--- src/sv/rbad_pkg.sv ---
package rbad_pkg;

    localparam int RBAD_WINDOW = 32;

    localparam int SAMPLE_W = 12;
    localparam int SQUARE_W = 2 * SAMPLE_W;
    localparam int QUOT_W   = 32;
    localparam int ROOT_W   = 16;
    localparam int Q4_W     = 16;
    localparam int SCORE_W  = 16;
    localparam int TOTAL_W  = 32;
    localparam int ACC_W    = 32;

    localparam int ALPHA_W    = 17;
    localparam int SCALE_W    = 16;
    localparam int THRESH_W   = 16;
    localparam int CFG_IDX_W  = 2;
    localparam int CFG_DATA_W = 17;

    localparam int MUL_X_W = 32;
    localparam int MUL_Y_W = 17;

    localparam logic [ALPHA_W-1:0]  ALPHA_ONE  = 17'h10000;
    localparam logic [ALPHA_W-1:0]  ALPHA_RST  = 17'd3277;
    localparam logic [SCALE_W-1:0]  SCALE_RST  = 16'd33800;
    localparam logic [THRESH_W-1:0] THRESH_RST = 16'd512;

    typedef enum logic [CFG_IDX_W-1:0] {
        CFG_ALPHA  = 2'd0,
        CFG_SCALE  = 2'd1,
        CFG_THRESH = 2'd2
    } t_cfg_idx;

    typedef enum logic [2:0] {
        ST_IDLE,
        ST_SQR,
        ST_DIV,
        ST_SQRT,
        ST_MIX,
        ST_DELTA,
        ST_SCORE,
        ST_OUT
    } t_state;

endpackage

--- src/sv/rbad_if.sv ---
interface rbad_in_if;
    logic                          valid;
    logic                          ready;
    logic [rbad_pkg::SAMPLE_W-1:0] adc_sample;
    logic                          obstacle;

    modport source (output valid, adc_sample, obstacle, input ready);
    modport sink   (input valid, adc_sample, obstacle, output ready);
endinterface

interface rbad_out_if;
    logic                         valid;
    logic                         ready;
    logic [rbad_pkg::Q4_W-1:0]    rms_q4;
    logic [rbad_pkg::Q4_W-1:0]    baseline_q4;
    logic [rbad_pkg::SCORE_W-1:0] score_q8;
    logic                         anomaly;
    logic [rbad_pkg::TOTAL_W-1:0] anomaly_total;

    modport source (output valid, rms_q4, baseline_q4, score_q8, anomaly, anomaly_total,
                    input ready);
    modport sink   (input valid, rms_q4, baseline_q4, score_q8, anomaly, anomaly_total,
                    output ready);
endinterface

interface rbad_cfg_if;
    logic                            valid;
    logic                            ready;
    logic [rbad_pkg::CFG_IDX_W-1:0]  index;
    logic [rbad_pkg::CFG_DATA_W-1:0] data;

    modport source (output valid, index, data, input ready);
    modport sink   (input valid, index, data, output ready);
endinterface

--- src/sv/rbad_div.sv ---
module rbad_div #(
    parameter int WINDOW = rbad_pkg::RBAD_WINDOW,
    parameter int SUM_W  = rbad_pkg::SQUARE_W + $clog2(rbad_pkg::RBAD_WINDOW)
) (
    input  logic                        i_clk,
    input  logic                        i_rst_n,
    input  logic                        i_start,
    input  logic [SUM_W-1:0]            i_sum,
    output logic                        o_done,
    output logic [rbad_pkg::QUOT_W-1:0] o_quot
);

    localparam int DVD_W = SUM_W + 8;
    localparam int RW    = $clog2(WINDOW);
    localparam int CNT_W = $clog2(DVD_W);

    logic             r_busy;
    logic             r_done;
    logic [CNT_W-1:0] r_cnt;
    logic [DVD_W-1:0] r_q;
    logic [RW-1:0]    r_rem;
    logic [RW:0]      trial;
    logic             ge;
    logic [RW-1:0]    n_rem;

    // restoring division by the window length, one quotient bit per cycle
    always_comb begin
        trial = {r_rem, r_q[DVD_W-1]};
        ge    = trial >= (RW+1)'(WINDOW);
        n_rem = ge ? RW'(trial - (RW+1)'(WINDOW)) : trial[RW-1:0];
    end

    always_ff @(posedge i_clk) begin
        if (!i_rst_n) begin
            r_busy <= 1'b0;
            r_done <= 1'b0;
            r_cnt  <= '0;
        end else begin
            r_done <= 1'b0;
            if (i_start) begin
                r_busy <= 1'b1;
                r_cnt  <= '0;
            end else if (r_busy) begin
                if (r_cnt == CNT_W'(DVD_W - 1)) begin
                    r_busy <= 1'b0;
                    r_done <= 1'b1;
                end else begin
                    r_cnt <= r_cnt + 1'b1;
                end
            end
        end
    end

    always_ff @(posedge i_clk) begin
        if (i_start) begin
            r_q   <= {i_sum, 8'b0};
            r_rem <= '0;
        end else if (r_busy) begin
            r_q   <= {r_q[DVD_W-2:0], ge};
            r_rem <= n_rem;
        end
    end

    assign o_done = r_done;
    assign o_quot = r_q[rbad_pkg::QUOT_W-1:0];

endmodule

--- src/sv/rbad_sqrt.sv ---
module rbad_sqrt (
    input  logic                        i_clk,
    input  logic                        i_rst_n,
    input  logic                        i_start,
    input  logic [rbad_pkg::QUOT_W-1:0] i_rad,
    output logic                        o_done,
    output logic [rbad_pkg::ROOT_W-1:0] o_root
);

    localparam int RAD_W = rbad_pkg::QUOT_W;
    localparam int RT_W  = rbad_pkg::ROOT_W;
    localparam int REM_W = RT_W + 2;
    localparam int CNT_W = $clog2(RT_W);

    logic             r_busy;
    logic             r_done;
    logic [CNT_W-1:0] r_cnt;
    logic [RAD_W-1:0] r_rad;
    logic [RT_W-1:0]  r_root;
    logic [REM_W-1:0] r_rem;
    logic [REM_W+1:0] rem_t;
    logic [REM_W+1:0] trial;
    logic             ge;

    // two radicand bits per cycle, one root bit
    always_comb begin
        rem_t = {r_rem, r_rad[RAD_W-1:RAD_W-2]};
        trial = {2'b00, r_root, 2'b01};
        ge    = rem_t >= trial;
    end

    always_ff @(posedge i_clk) begin
        if (!i_rst_n) begin
            r_busy <= 1'b0;
            r_done <= 1'b0;
            r_cnt  <= '0;
        end else begin
            r_done <= 1'b0;
            if (i_start) begin
                r_busy <= 1'b1;
                r_cnt  <= '0;
            end else if (r_busy) begin
                if (r_cnt == CNT_W'(RT_W - 1)) begin
                    r_busy <= 1'b0;
                    r_done <= 1'b1;
                end else begin
                    r_cnt <= r_cnt + 1'b1;
                end
            end
        end
    end

    always_ff @(posedge i_clk) begin
        if (i_start) begin
            r_rad  <= i_rad;
            r_root <= '0;
            r_rem  <= '0;
        end else if (r_busy) begin
            r_rad  <= {r_rad[RAD_W-3:0], 2'b00};
            r_root <= {r_root[RT_W-2:0], ge};
            r_rem  <= ge ? REM_W'(rem_t - trial) : rem_t[REM_W-1:0];
        end
    end

    assign o_done = r_done;
    assign o_root = r_root;

endmodule

--- src/sv/rbad_mul.sv ---
module rbad_mul (
    input  logic                         i_clk,
    input  logic                         i_rst_n,
    input  logic                         i_start,
    input  logic [rbad_pkg::MUL_X_W-1:0] i_x1,
    input  logic [rbad_pkg::MUL_Y_W-1:0] i_y1,
    input  logic [rbad_pkg::MUL_X_W-1:0] i_x2,
    input  logic [rbad_pkg::MUL_Y_W-1:0] i_y2,
    output logic                         o_done,
    output logic [rbad_pkg::MUL_X_W-1:0] o_prod_hi
);

    localparam int XW    = rbad_pkg::MUL_X_W;
    localparam int YW    = rbad_pkg::MUL_Y_W;
    localparam int HW    = XW + 1;
    localparam int SW    = XW + 2;
    localparam int CNT_W = $clog2(YW);

    logic             r_busy;
    logic             r_done;
    logic [CNT_W-1:0] r_cnt;
    logic [XW-1:0]    r_x1;
    logic [XW-1:0]    r_x2;
    logic [YW-1:0]    r_y1;
    logic [YW-1:0]    r_y2;
    logic [HW-1:0]    r_hi;
    logic [XW-1:0]    r_res;
    logic [SW-1:0]    step_sum;

    // x1*y1 + x2*y2, multiplier bits lsb first, keeps the product from bit YW-1 up
    always_comb begin
        step_sum = SW'(r_hi)
                 + (r_y1[0] ? SW'(r_x1) : '0)
                 + (r_y2[0] ? SW'(r_x2) : '0);
    end

    always_ff @(posedge i_clk) begin
        if (!i_rst_n) begin
            r_busy <= 1'b0;
            r_done <= 1'b0;
            r_cnt  <= '0;
        end else begin
            r_done <= 1'b0;
            if (i_start) begin
                r_busy <= 1'b1;
                r_cnt  <= '0;
            end else if (r_busy) begin
                if (r_cnt == CNT_W'(YW - 1)) begin
                    r_busy <= 1'b0;
                    r_done <= 1'b1;
                end else begin
                    r_cnt <= r_cnt + 1'b1;
                end
            end
        end
    end

    always_ff @(posedge i_clk) begin
        if (i_start) begin
            r_x1 <= i_x1;
            r_x2 <= i_x2;
            r_y1 <= i_y1;
            r_y2 <= i_y2;
            r_hi <= '0;
        end else if (r_busy) begin
            r_y1  <= {1'b0, r_y1[YW-1:1]};
            r_y2  <= {1'b0, r_y2[YW-1:1]};
            r_hi  <= step_sum[SW-1:1];
            r_res <= step_sum[XW-1:0];
        end
    end

    assign o_done    = r_done;
    assign o_prod_hi = r_res;

endmodule

--- src/sv/rms_baseline_anomaly_detector.sv ---
// channel   dir  modport  payload
// i_in      in   sink     adc_sample[11:0], obstacle
// o_out     out  source   rms_q4, baseline_q4, score_q8, anomaly, anomaly_total[31:0]
// i_cfg     in   sink     index[1:0], data[16:0]; ready always high
//
// a sample is accepted, then squared bit-serially into the sum
// the window's last sample adds the serial divider, the root, the baseline
// multiply-add (skipped on the first window), the delta and score multiply and
// the output load
// synchronous active-low reset clears the window, the baseline and the anomaly count
// a result waits in the output register; the next sample is taken meanwhile and only
// the next window close stalls on an untaken result
module rms_baseline_anomaly_detector #(
    parameter int WINDOW = rbad_pkg::RBAD_WINDOW
) (
    input  logic        i_clk,
    input  logic        i_rst_n,
    rbad_in_if.sink     i_in,
    rbad_out_if.source  o_out,
    rbad_cfg_if.sink    i_cfg
);

    localparam int SUM_W = rbad_pkg::SQUARE_W + $clog2(WINDOW);
    localparam int IDX_W = $clog2(WINDOW);
    localparam int SW    = rbad_pkg::SAMPLE_W;
    localparam int SQ_W  = rbad_pkg::SQUARE_W;
    localparam int SC_W  = $clog2(SW);
    localparam int XW    = rbad_pkg::MUL_X_W;
    localparam int YW    = rbad_pkg::MUL_Y_W;

    rbad_pkg::t_state r_state;
    rbad_pkg::t_state n_state;

    logic [rbad_pkg::ALPHA_W-1:0]  r_alpha;
    logic [rbad_pkg::SCALE_W-1:0]  r_scale;
    logic [rbad_pkg::THRESH_W-1:0] r_thresh;

    logic [IDX_W-1:0]             r_idx;
    logic                         r_close;
    logic                         r_obst;
    logic [SC_W-1:0]              r_sq_cnt;
    logic [SQ_W-1:0]              r_mcand;
    logic [SW-1:0]                r_mq;
    logic [SUM_W-1:0]             r_sum;
    logic [SUM_W-1:0]             n_sum;
    logic [rbad_pkg::ROOT_W-1:0]  r_rms;
    logic [rbad_pkg::ACC_W-1:0]   r_base;
    logic                         r_base_valid;
    logic [rbad_pkg::SCORE_W-1:0] r_score;
    logic                         r_anom;
    logic [rbad_pkg::TOTAL_W-1:0] r_total;
    logic                         r_out_valid;

    logic                          sq_last;
    logic                          div_start;
    logic                          div_done;
    logic [rbad_pkg::QUOT_W-1:0]   quot;
    logic                          sqrt_done;
    logic [rbad_pkg::ROOT_W-1:0]   root;
    logic                          mul_start;
    logic                          mul_done;
    logic [XW-1:0]                 mul_res;
    logic [XW-1:0]                 mul_x1;
    logic [YW-1:0]                 mul_y1;
    logic [XW-1:0]                 mul_x2;
    logic [YW-1:0]                 mul_y2;
    logic                          out_load;
    logic [rbad_pkg::ALPHA_W-1:0]  alpha_sat;
    logic [rbad_pkg::ALPHA_W-1:0]  keep_w;
    logic [rbad_pkg::Q4_W-1:0]     base_q4;
    logic [rbad_pkg::Q4_W-1:0]     delta;
    logic [rbad_pkg::SCORE_W-1:0]  score_w;
    logic                          anom_w;

    assign i_cfg.ready = 1'b1;

    always_ff @(posedge i_clk) begin
        if (!i_rst_n) begin
            r_alpha  <= rbad_pkg::ALPHA_RST;
            r_scale  <= rbad_pkg::SCALE_RST;
            r_thresh <= rbad_pkg::THRESH_RST;
        end else if (i_cfg.valid) begin
            unique case (rbad_pkg::t_cfg_idx'(i_cfg.index))
                rbad_pkg::CFG_ALPHA: begin
                    r_alpha <= i_cfg.data[rbad_pkg::ALPHA_W-1:0];
                end
                rbad_pkg::CFG_SCALE: begin
                    r_scale <= i_cfg.data[rbad_pkg::SCALE_W-1:0];
                end
                rbad_pkg::CFG_THRESH: begin
                    r_thresh <= i_cfg.data[rbad_pkg::THRESH_W-1:0];
                end
                default: begin
                end
            endcase
        end
    end

    always_comb begin
        sq_last   = r_sq_cnt == SC_W'(SW - 1);
        n_sum     = r_sum + (r_mq[0] ? SUM_W'(r_mcand) : '0);
        alpha_sat = (r_alpha > rbad_pkg::ALPHA_ONE) ? rbad_pkg::ALPHA_ONE : r_alpha;
        keep_w    = rbad_pkg::ALPHA_ONE - alpha_sat;
        base_q4   = r_base[rbad_pkg::ACC_W-1:rbad_pkg::ACC_W-rbad_pkg::Q4_W];
        delta     = (r_rms >= base_q4) ? r_rms - base_q4 : base_q4 - r_rms;
        score_w   = mul_res[rbad_pkg::SCORE_W-1:0];
        anom_w    = (score_w >= r_thresh) || r_obst;
    end

    always_comb begin
        n_state = r_state;
        unique case (r_state)
            rbad_pkg::ST_IDLE: begin
                if (i_in.valid) begin
                    n_state = rbad_pkg::ST_SQR;
                end
            end
            rbad_pkg::ST_SQR: begin
                if (sq_last) begin
                    n_state = r_close ? rbad_pkg::ST_DIV : rbad_pkg::ST_IDLE;
                end
            end
            rbad_pkg::ST_DIV: begin
                if (div_done) begin
                    n_state = rbad_pkg::ST_SQRT;
                end
            end
            rbad_pkg::ST_SQRT: begin
                if (sqrt_done) begin
                    n_state = r_base_valid ? rbad_pkg::ST_MIX : rbad_pkg::ST_DELTA;
                end
            end
            rbad_pkg::ST_MIX: begin
                if (mul_done) begin
                    n_state = rbad_pkg::ST_DELTA;
                end
            end
            rbad_pkg::ST_DELTA: begin
                n_state = rbad_pkg::ST_SCORE;
            end
            rbad_pkg::ST_SCORE: begin
                if (mul_done) begin
                    n_state = rbad_pkg::ST_OUT;
                end
            end
            rbad_pkg::ST_OUT: begin
                if (!r_out_valid || o_out.ready) begin
                    n_state = rbad_pkg::ST_IDLE;
                end
            end
            default: begin
                n_state = rbad_pkg::ST_IDLE;
            end
        endcase
    end

    always_comb begin
        i_in.ready = r_state == rbad_pkg::ST_IDLE;
        div_start  = (r_state == rbad_pkg::ST_SQR) && sq_last && r_close;
        mul_start  = ((r_state == rbad_pkg::ST_SQRT) && sqrt_done && r_base_valid)
                   || (r_state == rbad_pkg::ST_DELTA);
        out_load   = (r_state == rbad_pkg::ST_OUT) && (!r_out_valid || o_out.ready);
        if (r_state == rbad_pkg::ST_DELTA) begin
            mul_x1 = XW'(delta);
            mul_y1 = YW'(r_scale);
            mul_x2 = '0;
            mul_y2 = '0;
        end else begin
            mul_x1 = r_base;
            mul_y1 = keep_w;
            mul_x2 = {root, 16'b0};
            mul_y2 = alpha_sat;
        end
    end

    always_ff @(posedge i_clk) begin
        if (!i_rst_n) begin
            r_state      <= rbad_pkg::ST_IDLE;
            r_idx        <= '0;
            r_close      <= 1'b0;
            r_sq_cnt     <= '0;
            r_sum        <= '0;
            r_base       <= '0;
            r_base_valid <= 1'b0;
            r_total      <= '0;
            r_out_valid  <= 1'b0;
        end else begin
            r_state <= n_state;
            if (i_in.valid && i_in.ready) begin
                r_sq_cnt <= '0;
                if (r_idx == IDX_W'(WINDOW - 1)) begin
                    r_idx   <= '0;
                    r_close <= 1'b1;
                end else begin
                    r_idx   <= r_idx + 1'b1;
                    r_close <= 1'b0;
                end
            end
            if (r_state == rbad_pkg::ST_SQR) begin
                r_sq_cnt <= r_sq_cnt + 1'b1;
                r_sum    <= div_start ? '0 : n_sum;
            end
            if ((r_state == rbad_pkg::ST_SQRT) && sqrt_done && !r_base_valid) begin
                r_base       <= {root, 16'b0};
                r_base_valid <= 1'b1;
            end
            if ((r_state == rbad_pkg::ST_MIX) && mul_done) begin
                r_base <= mul_res;
            end
            if ((r_state == rbad_pkg::ST_SCORE) && mul_done && anom_w) begin
                r_total <= r_total + 1'b1;
            end
            if (out_load) begin
                r_out_valid <= 1'b1;
            end else if (o_out.ready) begin
                r_out_valid <= 1'b0;
            end
        end
    end

    always_ff @(posedge i_clk) begin
        if (i_in.valid && i_in.ready) begin
            r_mcand <= SQ_W'(i_in.adc_sample);
            r_mq    <= i_in.adc_sample;
            r_obst  <= i_in.obstacle;
        end else if (r_state == rbad_pkg::ST_SQR) begin
            r_mcand <= {r_mcand[SQ_W-2:0], 1'b0};
            r_mq    <= {1'b0, r_mq[SW-1:1]};
        end
        if ((r_state == rbad_pkg::ST_SQRT) && sqrt_done) begin
            r_rms <= root;
        end
        if ((r_state == rbad_pkg::ST_SCORE) && mul_done) begin
            r_score <= score_w;
            r_anom  <= anom_w;
        end
    end

    always_ff @(posedge i_clk) begin
        if (out_load) begin
            o_out.rms_q4        <= r_rms;
            o_out.baseline_q4   <= base_q4;
            o_out.score_q8      <= r_score;
            o_out.anomaly       <= r_anom;
            o_out.anomaly_total <= r_total;
        end
    end

    assign o_out.valid = r_out_valid;

    rbad_div #(
        .WINDOW (WINDOW),
        .SUM_W  (SUM_W)
    ) u_div (
        .i_clk   (i_clk),
        .i_rst_n (i_rst_n),
        .i_start (div_start),
        .i_sum   (n_sum),
        .o_done  (div_done),
        .o_quot  (quot)
    );

    rbad_sqrt u_sqrt (
        .i_clk   (i_clk),
        .i_rst_n (i_rst_n),
        .i_start (div_done),
        .i_rad   (quot),
        .o_done  (sqrt_done),
        .o_root  (root)
    );

    rbad_mul u_mul (
        .i_clk     (i_clk),
        .i_rst_n   (i_rst_n),
        .i_start   (mul_start),
        .i_x1      (mul_x1),
        .i_y1      (mul_y1),
        .i_x2      (mul_x2),
        .i_y2      (mul_y2),
        .o_done    (mul_done),
        .o_prod_hi (mul_res)
    );

endmodule
--- src/flat_wrapper.sv ---
// flat-port wrapper written by rule: the top's interface ports become plain ports
module rms_baseline_anomaly_detector_flat 
#(
    parameter int WINDOW = rbad_pkg::RBAD_WINDOW
)
  (i_clk, i_rst_n, i_in_valid, i_in_adc_sample, i_in_obstacle, i_in_ready, o_out_valid, o_out_rms_q4, o_out_baseline_q4, o_out_score_q8, o_out_anomaly, o_out_anomaly_total, o_out_ready, i_cfg_valid, i_cfg_index, i_cfg_data, i_cfg_ready);
  rbad_in_if i_in_i ();
  rbad_out_if o_out_i ();
  rbad_cfg_if i_cfg_i ();
  input  logic i_clk;
  input  logic i_rst_n;
  input wire logic [$bits(i_in_i.valid)-1:0] i_in_valid;
  input wire logic [$bits(i_in_i.adc_sample)-1:0] i_in_adc_sample;
  input wire logic [$bits(i_in_i.obstacle)-1:0] i_in_obstacle;
  output wire logic [$bits(i_in_i.ready)-1:0] i_in_ready;
  output wire logic [$bits(o_out_i.valid)-1:0] o_out_valid;
  output wire logic [$bits(o_out_i.rms_q4)-1:0] o_out_rms_q4;
  output wire logic [$bits(o_out_i.baseline_q4)-1:0] o_out_baseline_q4;
  output wire logic [$bits(o_out_i.score_q8)-1:0] o_out_score_q8;
  output wire logic [$bits(o_out_i.anomaly)-1:0] o_out_anomaly;
  output wire logic [$bits(o_out_i.anomaly_total)-1:0] o_out_anomaly_total;
  input wire logic [$bits(o_out_i.ready)-1:0] o_out_ready;
  input wire logic [$bits(i_cfg_i.valid)-1:0] i_cfg_valid;
  input wire logic [$bits(i_cfg_i.index)-1:0] i_cfg_index;
  input wire logic [$bits(i_cfg_i.data)-1:0] i_cfg_data;
  output wire logic [$bits(i_cfg_i.ready)-1:0] i_cfg_ready;
  assign i_in_i.valid = i_in_valid;
  assign i_in_i.adc_sample = i_in_adc_sample;
  assign i_in_i.obstacle = i_in_obstacle;
  assign i_in_ready = i_in_i.ready;
  assign o_out_valid = o_out_i.valid;
  assign o_out_rms_q4 = o_out_i.rms_q4;
  assign o_out_baseline_q4 = o_out_i.baseline_q4;
  assign o_out_score_q8 = o_out_i.score_q8;
  assign o_out_anomaly = o_out_i.anomaly;
  assign o_out_anomaly_total = o_out_i.anomaly_total;
  assign o_out_i.ready = o_out_ready;
  assign i_cfg_i.valid = i_cfg_valid;
  assign i_cfg_i.index = i_cfg_index;
  assign i_cfg_i.data = i_cfg_data;
  assign i_cfg_ready = i_cfg_i.ready;
  rms_baseline_anomaly_detector #(.WINDOW(WINDOW)) u_core (.i_clk(i_clk), .i_rst_n(i_rst_n), .i_in(i_in_i), .o_out(o_out_i), .i_cfg(i_cfg_i));
endmodule
--- config.mk ---
export PLATFORM = sky130hd
export DESIGN_NAME = rms_baseline_anomaly_detector_flat
export DESIGN_NICKNAME = d
export VERILOG_FILES = /design/src/sv/rbad_pkg.sv /design/src/sv/rbad_if.sv /design/src/sv/rbad_div.sv /design/src/sv/rbad_sqrt.sv /design/src/sv/rbad_mul.sv /design/src/sv/rms_baseline_anomaly_detector.sv /design/src/flat_wrapper.sv
export SDC_FILE = /design/constraint.sdc
export NUM_CORES = 1
export LEC_CHECK = 0
export ABC_CLOCK_PERIOD_IN_PS = 8100
export BUFFER_PORTS_ARGS = -buffer_cell sky130_fd_sc_hd__buf_2
export CORE_MARGIN = 2
export CORE_UTILIZATION = 30
export CTS_BUF_LIST = sky130_fd_sc_hd__clkbuf_4
export DETAILED_ROUTE_END_ITERATION = 10
export GPL_ROUTABILITY_DRIVEN = 0
export SLEW_MARGIN = 30
export SYNTH_ARGS = -nofsm -noshare
export SYNTH_HDL_FRONTEND = slang
export SYNTH_SLANG_ARGS = --single-unit
export TNS_END_PERCENT = 5
--- constraint.sdc ---
create_clock -name i_clk -period 8.1 [get_ports i_clk]
set_input_delay 0 -clock i_clk [delete_from_list [all_inputs] [get_ports i_clk]]
set_output_delay 0 -clock i_clk [all_outputs]
set_load 0.005 [all_outputs]
==> flow_summary.toml <==
[cts]
cts_setup_buffers = 0
clock_latency_ns = 1.03
clock_sinks = 584
cts-root-buf = "clkbuf_4"
cts_buffers = 153
cts_htree_levels = 4
cts_tree = "yes"
ctsLongestPathBuffers = 3
clk_pin_slew_ns = 0.06
cts_hold_buffers = 88
cts_resized = 0

[sta]
hold_ws_ns = 0.121
max_slew_margin = 0.399
finalClockSkew_ns = 0.0726
final-hold-violation-count = 0
tns_ns = 0
rsz0062_at_grt = "false"
fin_crit_ns = 4.18
fmax_ghz = 0.239
period_share = 0.517
tightest_slew_ns = 0.901
maxSlewViolCount = 0
setup_violations = 0
setup_ws_ns = 3.92

[global_routing]
grt_pass1_wl_um = 115000
grt_overflow_total = 0
grt_max_degree = 86
grt_pass1_vias = 20900
grt_usage = 0.146
antenna_found_initial = 5

[power]
clock_power_share = 0.417
switching_share = 0.255
ir_drop_mv = 0.0853
p_per_area_nw_per_um2 = 193
combPwrFrac = 0.089
p_seq_frac = 0.494
leakage_uw = 0.0133
p_switching_uw = 1670
p_total_uw = 6540
p_int_uw = 4870

[placement]
dp_slack_ns = 3.86
post-dp-hpwl_um = 50200
port_buffers = 119
dp_cells = 4139

[logic_synthesis]
synth_fp_nets = 3067
ys_ff_latch = 584
synthTopCellsByCount = "nand2_1, edfxtp_1, dfxtp_1, nor2_1, inv_1"
syn_area_per_cell_um2 = 10.2
yosysWarnings = 0
synth-seq-area-share = 0.510
async_reset_ff_frac = 0
synth_cells = 2863
synth_most_common_cell = "nand2_1"
synth_cell_type_count = 94
synthFlopType = "edfxtp_1"
synth.area.top_cells = "edfxtp_1, dfxtp_1, ha_1, nand2_1, nor2_1"
synth_top_area_share = 0.324
yosysTopAreaCell = "edfxtp_1"
syn_area_um2 = 29100
synth_edf_count = 314

[critical_path]
critPathKind = "flop to flop"
cp_data_arrival_time_ns = 4.79
worstReg2RegStart = "u_core.r_state[1]$_SDFFE_PN0P_"
cp-start-kind = "flop"
startpoint = "u_core.r_state[1]$_SDFFE_PN0P_"
cp.required_ns = 8.71
crit_fanout = 70
endpoint_kind = "flop"

[layout]
multiInputGateArea_um2 = 13100
fill_cells = 9821
drive_gt1_frac = 0.153
regArea_um2 = 14800
syn_to_final_growth_pct = 16.6
final_cells = 4519
nets = 3311

[floorplan]
die_w_um = 315
rows = 114
core_um2 = 96400
boundaryPins = 121
initial_core_util = 0.302
die_area_um2 = 99500
die_h_um = 315

[detailed_routing]
totalWireLength_um = 73300
drc = 0
route.antenna.remaining_nets = 0
vias = 21700
drt-initial-drc-count = 1607
post_drt_wl_per_cell_um = 16.2
dr.pass1.iters = 5
vias_per_cell = 4.81

[hold_path]
worstHoldStart = "i_in_valid"
hold_class = "input pin to flop"

[run_status]
status = "complete, no violations"

[job]
cap_viol_max_count = 0
[registers in the layout (all words and copies together), names as in the netlist, 32 cells and up]
name and flops:
u_core.r_base 32, u_core.u_sqrt.r_rad 32, u_core.r_total 32, u_core.o_out.anomaly_total 32, u_core.u_mul.o_prod_hi 32, u_core.u_mul.r_hi 33
u_core.u_div.r_q 37, u_core.u_mul.r_x1 32
[kinds of logic (layout without fill, tap and decap cells)]
group                      count (synthesis)  count (layout)  synth area share
AOI/OAI and AO/OA                        610             610             0.142
xor gates and xnor gates                 122             122            0.0367
adders and majority gates                167             167            0.0770
buffers and inverters                    304             680            0.0402
DFF                                      584             584             0.510
muxes                                    103             103            0.0371
other                                      1               5          0.000129
and+or+nand+nor                          972             972             0.157
[worst max-delay path: stages (launching register included)]
cell	delay, ns
dfxtp_1	0.54
nand3_1	0.18
inv_1	0.64
and2_0	0.45
nor2_2	0.05
buf_4	0.27
inv_2	0.07
buf_4	0.67
nor2_1	0.31
inv_1	0.11
buf_4	0.43
[power by group through the flow]
stage | Combinational, uW | Sequential [uW] | Clock (uW)
global placement | 536 | 3290 | 0
floorplan | 417 | 3270 | 0
finish | 581 | 3230 | 2730
global route | 651 | 3230 | 2980
CTS | 581 | 3230 | 2830
detailed placement | 544 | 3290 | 0
[routing by layer]
layer  global-route usage  up-vias  wire length (um)
met4               0.0498        0              1470
li1                     -    10700                 -
met2                0.242      546             35200
met5                    0        -                 0
met3               0.0320      106              3820
met1                0.188    10400             32800
[final timing paths]
kind	slack [ns]	cells after the start	endpoint
max	3.92	10	u_core.u_mul.r_y1[11]$_DFFE_PP_
min	0.12	3	u_core.r_mq[11]$_SDFFCE_PN0P_
min reg2reg	0.42	0	u_core.o_out.anomaly$_DFFE_PP_
max reg2reg	3.92	10	u_core.u_mul.r_y1[11]$_DFFE_PP_
[area by class of cell]
class | instances | share of cell area
inverter | 164 | 0.0181
tap | 1276 | 0.0470
multi-input combinational | 1975 | 0.387
clock inverter | 44 | 0.00833
sequential | 584 | 0.437
antenna | 4 | 0.000295
clock buffer | 243 | 0.0538
timing repair buffer | 229 | 0.0486
[through the flow]
step | instance area [um2] | util
2_1_floorplan | 29100 | -
3_3_place_gp | 30900 | 0.321
3_5_place_dp | 30900 | 0.321
4_1_cts | 33900 | 0.352
5_1_grt | 33900 | 0.352
6_report | 33900 | 0.352
[layout by cell type, fill, tap and decap left out, types with 46 or more instances in the layout]
cell	netlist	routed
a21boi_0	55	55
a21o_1	60	60
a21oi_1	123	123
and2_1	88	85
buf_2	10	118
clkbuf_4	0	243
dfxtp_1	270	266
dlygate4sd3_1	0	88
edfxtp_1	314	314
ha_1	147	147
inv_1	162	161
mux2i_1	65	65
nand2_1	376	376
nand3_1	98	98
nor2_1	194	192
nor3_1	46	46
o21ai_0	133	133
xnor2_1	68	68
xor2_1	54	54
No activity file was read; power rests on OpenSTA's default activity.
